[config.mk]
export PLATFORM = sky130hd
export DESIGN_NAME = tec_div_pipe
export DESIGN_NICKNAME = d
export VERILOG_FILES = /design/src/rtl/tec_pkg.sv /design/src/rtl/tec_div_pipe.sv
export SDC_FILE = /design/constraint.sdc
export NUM_CORES = 2
export LEC_CHECK = 0
export BUFFER_PORTS_ARGS = -buffer_cell sky130_fd_sc_hd__buf_2
export CAP_MARGIN = 20
export CORE_MARGIN = 4
export CORE_UTILIZATION = 35
export DETAILED_ROUTE_END_ITERATION = 8
export GPL_ROUTABILITY_DRIVEN = 0
export SLEW_MARGIN = 20
export SYNTH_ARGS = -nofsm -noshare
export SYNTH_HDL_FRONTEND = slang
export SYNTH_SLANG_ARGS = --single-unit
[constraint.sdc]
create_clock -name clk_i -period 4.75 [get_ports clk_i]
set_input_delay 0.475 -clock clk_i [delete_from_list [all_inputs] [get_ports clk_i]]
set_output_delay 0.475 -clock clk_i [all_outputs]
set_load 0.005 [all_outputs]
[src/rtl/tec_pkg.sv]
// ----------------------------------------------------------------------------
// Triangle edge classifier: package
// Widths, payload types, register indexes and result codes.
// ----------------------------------------------------------------------------
`default_nettype none

package tec_pkg;

  // output coordinate width and fixed-point split
  localparam int COORD_WIDTH = 16;
  localparam int FRAC_BITS   = 12;
  localparam int QB          = COORD_WIDTH - 1;   // quotient bits, one per divider stage

  // datapath widths
  localparam int IN_W  = 16;                      // Q7.8 coordinate
  localparam int REG_W = 48;                      // packed x,y,z register
  localparam int DIF_W = IN_W + 1;                // difference of two coordinates
  localparam int CRS_W = 2 * DIF_W;               // cross-product component
  localparam int PRD_W = DIF_W + CRS_W;           // one term of a dot product
  localparam int DET_W = PRD_W + 2;               // 3x3 determinant
  localparam int REM_W = DET_W + QB + 1;          // divider remainder

  // saturation: |q| >= 2^(COORD_WIDTH-13) in integer units
  localparam bit SAT_ALWAYS = (COORD_WIDTH < FRAC_BITS + 1);
  localparam int SAT_SH     = SAT_ALWAYS ? 0 : COORD_WIDTH - FRAC_BITS - 1;

  // configuration register indexes
  typedef enum logic [1:0] {
    REG_VERTEX_ZERO = 2'd0,
    REG_VERTEX_ONE  = 2'd1,
    REG_VERTEX_TWO  = 2'd2,
    REG_FACE_NORMAL = 2'd3
  } cfg_reg_e;

  // exit edge codes
  localparam logic [1:0] EXIT_EDGE0 = 2'd0;   // also inside
  localparam logic [1:0] EXIT_EDGE1 = 2'd1;
  localparam logic [1:0] EXIT_EDGE2 = 2'd2;

  // edge flag bit positions
  localparam int FLAG_B_NEG   = 0;
  localparam int FLAG_AB_OVER = 1;
  localparam int FLAG_A_NEG   = 2;

  typedef struct packed {
    logic signed [IN_W-1:0] point_x;
    logic signed [IN_W-1:0] point_y;
    logic signed [IN_W-1:0] point_z;
  } point_t;

  typedef struct packed {
    logic signed [COORD_WIDTH-1:0] coord_a;
    logic signed [COORD_WIDTH-1:0] coord_b;
    logic signed [COORD_WIDTH-1:0] coord_c;
    logic        [2:0]             edge_flags;
    logic        [1:0]             exit_edge;
    logic                          singular;
  } result_t;

  // classification that rides alongside the divider
  typedef struct packed {
    logic       sing;
    logic [2:0] neg;       // a, b, c sign
    logic [2:0] sat;       // a, b, c saturate
    logic [2:0] flags;
    logic [1:0] exit_sel;
  } side_t;

  typedef struct packed {
    logic signed [DIF_W-1:0] x;
    logic signed [DIF_W-1:0] y;
    logic signed [DIF_W-1:0] z;
  } dvec_t;

  typedef struct packed {
    logic signed [CRS_W-1:0] x;
    logic signed [CRS_W-1:0] y;
    logic signed [CRS_W-1:0] z;
  } cvec_t;

  typedef struct packed {
    logic signed [PRD_W-1:0] x;
    logic signed [PRD_W-1:0] y;
    logic signed [PRD_W-1:0] z;
  } pvec_t;

endpackage

`default_nettype wire

[src/rtl/tec_div_pipe.sv]
// ----------------------------------------------------------------------------
// Triangle edge classifier: pipelined divider
// Restoring division of (num << FRAC_BITS) by den, one quotient bit a stage.
// ----------------------------------------------------------------------------
`default_nettype none

module tec_div_pipe import tec_pkg::*; (
  input  logic             clk_i,
  input  logic [QB-1:0]    en_i,     // per-stage load enable
  input  logic [DET_W-1:0] num_i,    // magnitude
  input  logic [DET_W-1:0] den_i,    // positive divisor
  output logic [QB-1:0]    quo_o
);

  logic [REM_W-1:0] rem_q [QB];
  logic [DET_W-1:0] dsr_q [QB];
  logic [QB-1:0]    quo_q [QB];

  for (genvar s = 0; s < QB; s++) begin : g_step
    localparam int J = QB - 1 - s;   // quotient bit settled here

    logic [REM_W-1:0] rem_in;
    logic [REM_W-1:0] cand;
    logic [DET_W-1:0] dsr_in;
    logic [QB-1:0]    quo_in;

    if (s == 0) begin : g_first
      assign rem_in = REM_W'(num_i) << FRAC_BITS;
      assign dsr_in = den_i;
      assign quo_in = '0;
    end else begin : g_next
      assign rem_in = rem_q[s-1];
      assign dsr_in = dsr_q[s-1];
      assign quo_in = quo_q[s-1];
    end

    assign cand = REM_W'(dsr_in) << J;

    // compare, subtract, set bit
    always_ff @(posedge clk_i) begin
      if (en_i[s]) begin
        dsr_q[s] <= dsr_in;
        if (rem_in >= cand) begin
          rem_q[s] <= rem_in - cand;
          quo_q[s] <= quo_in | (QB'(1) << J);
        end else begin
          rem_q[s] <= rem_in;
          quo_q[s] <= quo_in;
        end
      end
    end
  end

  assign quo_o = quo_q[QB-1];

endmodule

`default_nettype wire

# Word level (Yosys, flattened, before mapping)
# Memory sizes are Yosys's and may differ from the RTL's.
# Index checks and enable logic that the tools add are counted.
classes:
  order_cmp: 15
  n_addsub: 15
  bitwise: 30
  muxes: 150
op_table:
  columns: ["op", "n"]
  rows:
  - ["$mux 69", 15]
  - ["$mux 15", 15]
  - ["$mux 1", 120]
  - ["$ge 69x53->1", 1]
  - ["$ge 69x54->1", 1]
  - ["$ge 69x55->1", 1]
  - ["$ge 69x56->1", 1]
  - ["$ge 69x57->1", 1]
  - ["$ge 69x58->1", 1]
  - ["$ge 69x59->1", 1]
  - ["$ge 69x60->1", 1]
  - ["$ge 69x61->1", 1]
  - ["$ge 69x62->1", 1]
  - ["$ge 69x63->1", 1]
  - ["$ge 69x64->1", 1]
  - ["$ge 69x65->1", 1]
  - ["$ge 69x66->1", 1]
  - ["$sub 69x53->69", 1]
  - ["$sub 69x54->69", 1]
  - ["$sub 69x55->69", 1]
  - ["$sub 69x56->69", 1]
  - ["$sub 69x57->69", 1]
  - ["$sub 69x58->69", 1]
  - ["$sub 69x59->69", 1]
  - ["other kinds (10)", 39]
totals:
  ff_bits: 0
  ram_bits: 2055
  elab_cells: 213
  in_bits: 122
  mem_count: 3
  output_inout_bits: 15
memory_table:
  columns: ["memory", "words", "width", "rd", "rd_clocked_by_memory_dff", "write_ports", "line", "text"]
  rows:
  - ["rem_q", 15, 69, 14, 0, 15, "tec_div_pipe.sv:15", "logic [REM_W-1:0] rem_q [QB];"]
  - ["dsr_q", 15, 53, 14, 0, 15, "tec_div_pipe.sv:16", "logic [DET_W-1:0] dsr_q [QB];"]
  - ["quo_q", 15, 15, 15, 0, 15, "tec_div_pipe.sv:17", "logic [QB-1:0] quo_q [QB];"]

# Longest topological paths before layout
# An unclocked memory read counts as a cell.
depth:
  ltp_word: 6
  ltp_mapped: 19
  ltp_nobuf: 16

# Worst setup path after synthesis
# OpenSTA, ideal clock, no wires.
synth_path:
  kind: "flip-flop to flip-flop"
  start: "memory rem_q[0][490] in the netlist's numbering"
  end: "memory rem_q[1][58] in the netlist's numbering (data pin)"
  setup_slack_ps: 879
  arrival_ps: 3615
  path_stages_with_launch: 14
  setup_time_ps: 256
  period_less_slack_ps: 3871
  required_ps: 4494
  n_path_buf: 0
  path_cell_list: "edfxtp_1 > fa_1 > a211oi_1 > o21bai_1 > a311oi_2 > a211oi_1 > a31o_2 > a221oi_1 > o211ai_1 > a31oi_1 > a31oi_1 > a21o_1 > a311o_1 > a22o_1"
synth_rtl:
  columns: ["item", "line"]
  rows:
  - ["start: declaration", "tec_div_pipe.sv:15"]

==> impl_metrics.json <==
{
  "hold_path_class": "input port to flip-flop",
  "combPwrFrac": 0.466,
  "swShare": 0.387,
  "seqPwrFrac": 0.346,
  "outcome": "complete, no violations",
  "use_met1": 0.196,
  "finalSetupTns_ps": 0,
  "hpwl_um": 209000,
  "synth.most_common_cell": "edfxtp_1",
  "end_kind": "flip-flop",
  "rsz0062_at_grt": "no",
  "max_freq_ghz": 0.220,
  "area_growth_pct": 11.9,
  "groute.usage.overall": 0.159,
  "post_cts_buffers": 0,
  "ys_seq_area_frac": 0.475,
  "synthesis.nets": 11900,
  "cp.arrival_ps": 5130,
  "rows": 204,
  "viasPerCell": 5.12,
  "min_from": "en_i[6]",
  "cp.required_ps": 5330,
  "p_int_mw": 44.7,
  "drtPass1Iterations": 6,
  "reg2regPathDepth": 15,
  "r2r_end": "rem_q[0][88]$_DFFE_PP_",
  "holdPathEnd": "quo_q[0][101]$_DFFE_PP_",
  "slew_violations": 0,
  "ant_nets": 0,
  "grtUsageMet2": 0.275,
  "grt_pass1_vias": 77000,
  "power.leakage_nw": 49.1,
  "grt_pass1_wl_um": 416000,
  "cts_buffers": 190,
  "critPathKind": "flip-flop to flip-flop",
  "fin_crit_sh": 0.957,
  "cts.sinks": 1725,
  "cap_violations": 0,
  "yosys_warnings": 0,
  "cts.htree.levels": 4,
  "peakVddDrop_mv": 0.326,
  "drive_above_1_share": 0.0704,
  "drtIter0Drc": 5787,
  "p_sw_mw": 28.3,
  "skew_ps": 53.7,
  "crit_path_max_fanout": 68,
  "hold_viol_final": 0,
  "drc": 0,
  "io_pins": 137,
  "finalWirelength_um": 264000,
  "synth_area_leader_cell": "edfxtp_1",
  "final_nets": 12100,
  "io_buffer_count": 136,
  "fp.dieW_um": 566,
  "grt_antenna_before_repair": 4,
  "setup_viol": 0,
  "clk_latency_ps": 870,
  "start_kind": "flip-flop",
  "synth_area_leaders": "edfxtp_1 (48%), ha_1 (9.1%), a21oi_1 (4.3%), o21ai_0 (4.2%), nand2_1 (3.8%)",
  "slew_headroom": 0.278,
  "stdcell_count": 15400,
  "p_per_area_nw_per_um2": 599,
  "yosys-top-cells-count": "edfxtp_1 (1725), nand2_1 (1111), inv_1 (986), a21oi_1 (932), o21ai_0 (907)",
  "start_util": 0.352,
  "period_minus_slack_ps": 4550,
  "dpl.cell_count": 15000,
  "die_h_um": 566,
  "grt_max_degree": 113,
  "fp.dieArea_um2": 320000,
  "clk_pin_slew_ps": 60,
  "synth_cell_types": 99,
  "syn-cell-area_um2": 109000,
  "whs_path_depth": 1,
  "syn_avg_cell_area_um2": 9.95,
  "grt-busiest-layer": "met2",
  "cts_max_path_buffers": 4,
  "vias": 79100,
  "rrSetupSlack_ps": 200,
  "core_area_um2": 309000,
  "clkPwrFrac": 0.188,
  "synth-edff-count": 1725,
  "syn_inst": 11000,
  "overflow": 0,
  "r2r-start": "rem_q[0][15]$_DFFE_PP_",
  "synthFlopType": "edfxtp_1",
  "met3_usage": 0.0172,
  "routedWlPerCell_um": 17.1,
  "cp-startpoint": "rem_q[0][15]$_DFFE_PP_",
  "cts_tree": "done",
  "synth_seq_cells": 1725,
  "cts-root-buf": "clkbuf_16",
  "synth_top_cell_area_share": 0.475,
  "synthArstFlopShare": 0,
  "worst_pin_slew_ps": 1060
}
-- state kept, by name, summed over array words and instances (netlist names) --
| signal | flops |
|---|---|
| rem_q | 863 |
| quo_q | 120 |
| dsr_q | 742 |
-- power groups by stage --
stage               sequential (mW)  clock, mW  combinational [mW]
finish                         25.3       13.7                34.0
global route                   25.7       14.9                37.9
CTS                            25.2       14.2                33.7
detailed placement             25.5          0                33.5
global placement               25.6          0                33.2
floorplan                      24.3          0                25.7
-- through the flow --
stage                     power [mW]  hold slack (ps)  utilization  worst slack, ps  instance area (um^2)
after floorplan                 50.0              400            -              879                109000
after global placement          58.8              401        0.372              123                115000
after detailed placement        59.0              405        0.372              123                115000
after CTS                       73.1             9.23        0.394              256                122000
after global routing            78.4             26.2        0.394             59.5                122000
final                           73.0             64.7        0.394              202                122000
-- worst max-delay path, stage by stage, from the launching register on --
cell and delay (ps):
edfxtp_1 400, ha_1 370, nor2b_1 160, o31a_1 310, o31ai_2 360, a21oi_1 160, a311o_1 440, a211oi_2 360
o41ai_1 120, buf_4 160, and4_1 220, a221o_1 360, nor2_4 140, clkinv_2 90, buf_12 190, mux2_1 360
-- worst max path at each step --
stage	endpoint	slack, ps	cells past startpoint
global route	rem_q[0][407]$_DFFE_PP_	60	13
CTS	rem_q[0][88]$_DFFE_PP_	260	17
detailed placement	rem_q[0][63]$_DFFE_PP_	120	15
global placement	rem_q[0][63]$_DFFE_PP_	120	15
floorplan	rem_q[1][58]$_DFFE_PP_	880	13
finish	rem_q[0][88]$_DFFE_PP_	200	15
-- placed cells by master, fill, tap and decap left out, drive strengths merged, types with 68 or more instances in the layout --
| master | count |
|---|---|
| nand2b | 99 |
| dlygate4sd3 | 109 |
| ha | 792 |
| a21o | 541 |
| and3 | 88 |
| xor2 | 363 |
| a31oi | 88 |
| xnor2 | 416 |
| nor2 | 612 |
| nor2b | 101 |
| inv | 994 |
| clkinv | 72 |
| o21a | 97 |
| clkbuf | 230 |
| buf | 364 |
| nand3 | 179 |
| edfxtp | 1725 |
| o21ai | 981 |
| o21bai | 132 |
| nor4 | 68 |
| nor3 | 139 |
| nand4 | 204 |
| a21oi | 957 |
| nand2 | 1111 |
-- layout make-up --
class	count	area [um^2]
Fill cell	30400	187000
Inverter	990	3720
Sequential cell	1725	51800
Antenna cell	2	5.00
Timing Repair Buffer	473	3750
Clock inverter	103	790
Tap cell	4120	5150
Multi-Input combinational cell	7806	51800
Clock buffer	230	4950
-- metal layers --
layer	vias up	share of wire
met3	607	0.037
met1	36200	0.43
met4	0	0.060
met5	-	0
met2	1988	0.47
li1	40300	-
-- timing repair --
item	in CTS	in global routing
setup endpoints to repair	0	5
resized for setup	0	1
hold buffers	109	0
hold endpoints to repair	134	0
-- cell families (layout without fill, tap and decap cells) --
| kind of cell | Yosys count | in the layout | synth area share |
|---|---|---|---|
| buffers and inverters | 1422 | 1796 | 0.0502 |
| AO/OA/AOI/OAI | 3292 | 3292 | 0.187 |
| adder cells (fa/ha/maj) | 806 | 806 | 0.0935 |
| AND/OR/NAND/NOR | 2867 | 2867 | 0.124 |
| multiplexers | 62 | 62 | 0.00656 |
| other | 0 | 2 | 0 |
| XOR/XNOR | 779 | 779 | 0.0626 |
| flip-flops | 1725 | 1725 | 0.475 |
Power figures use the tool's default switching activity.
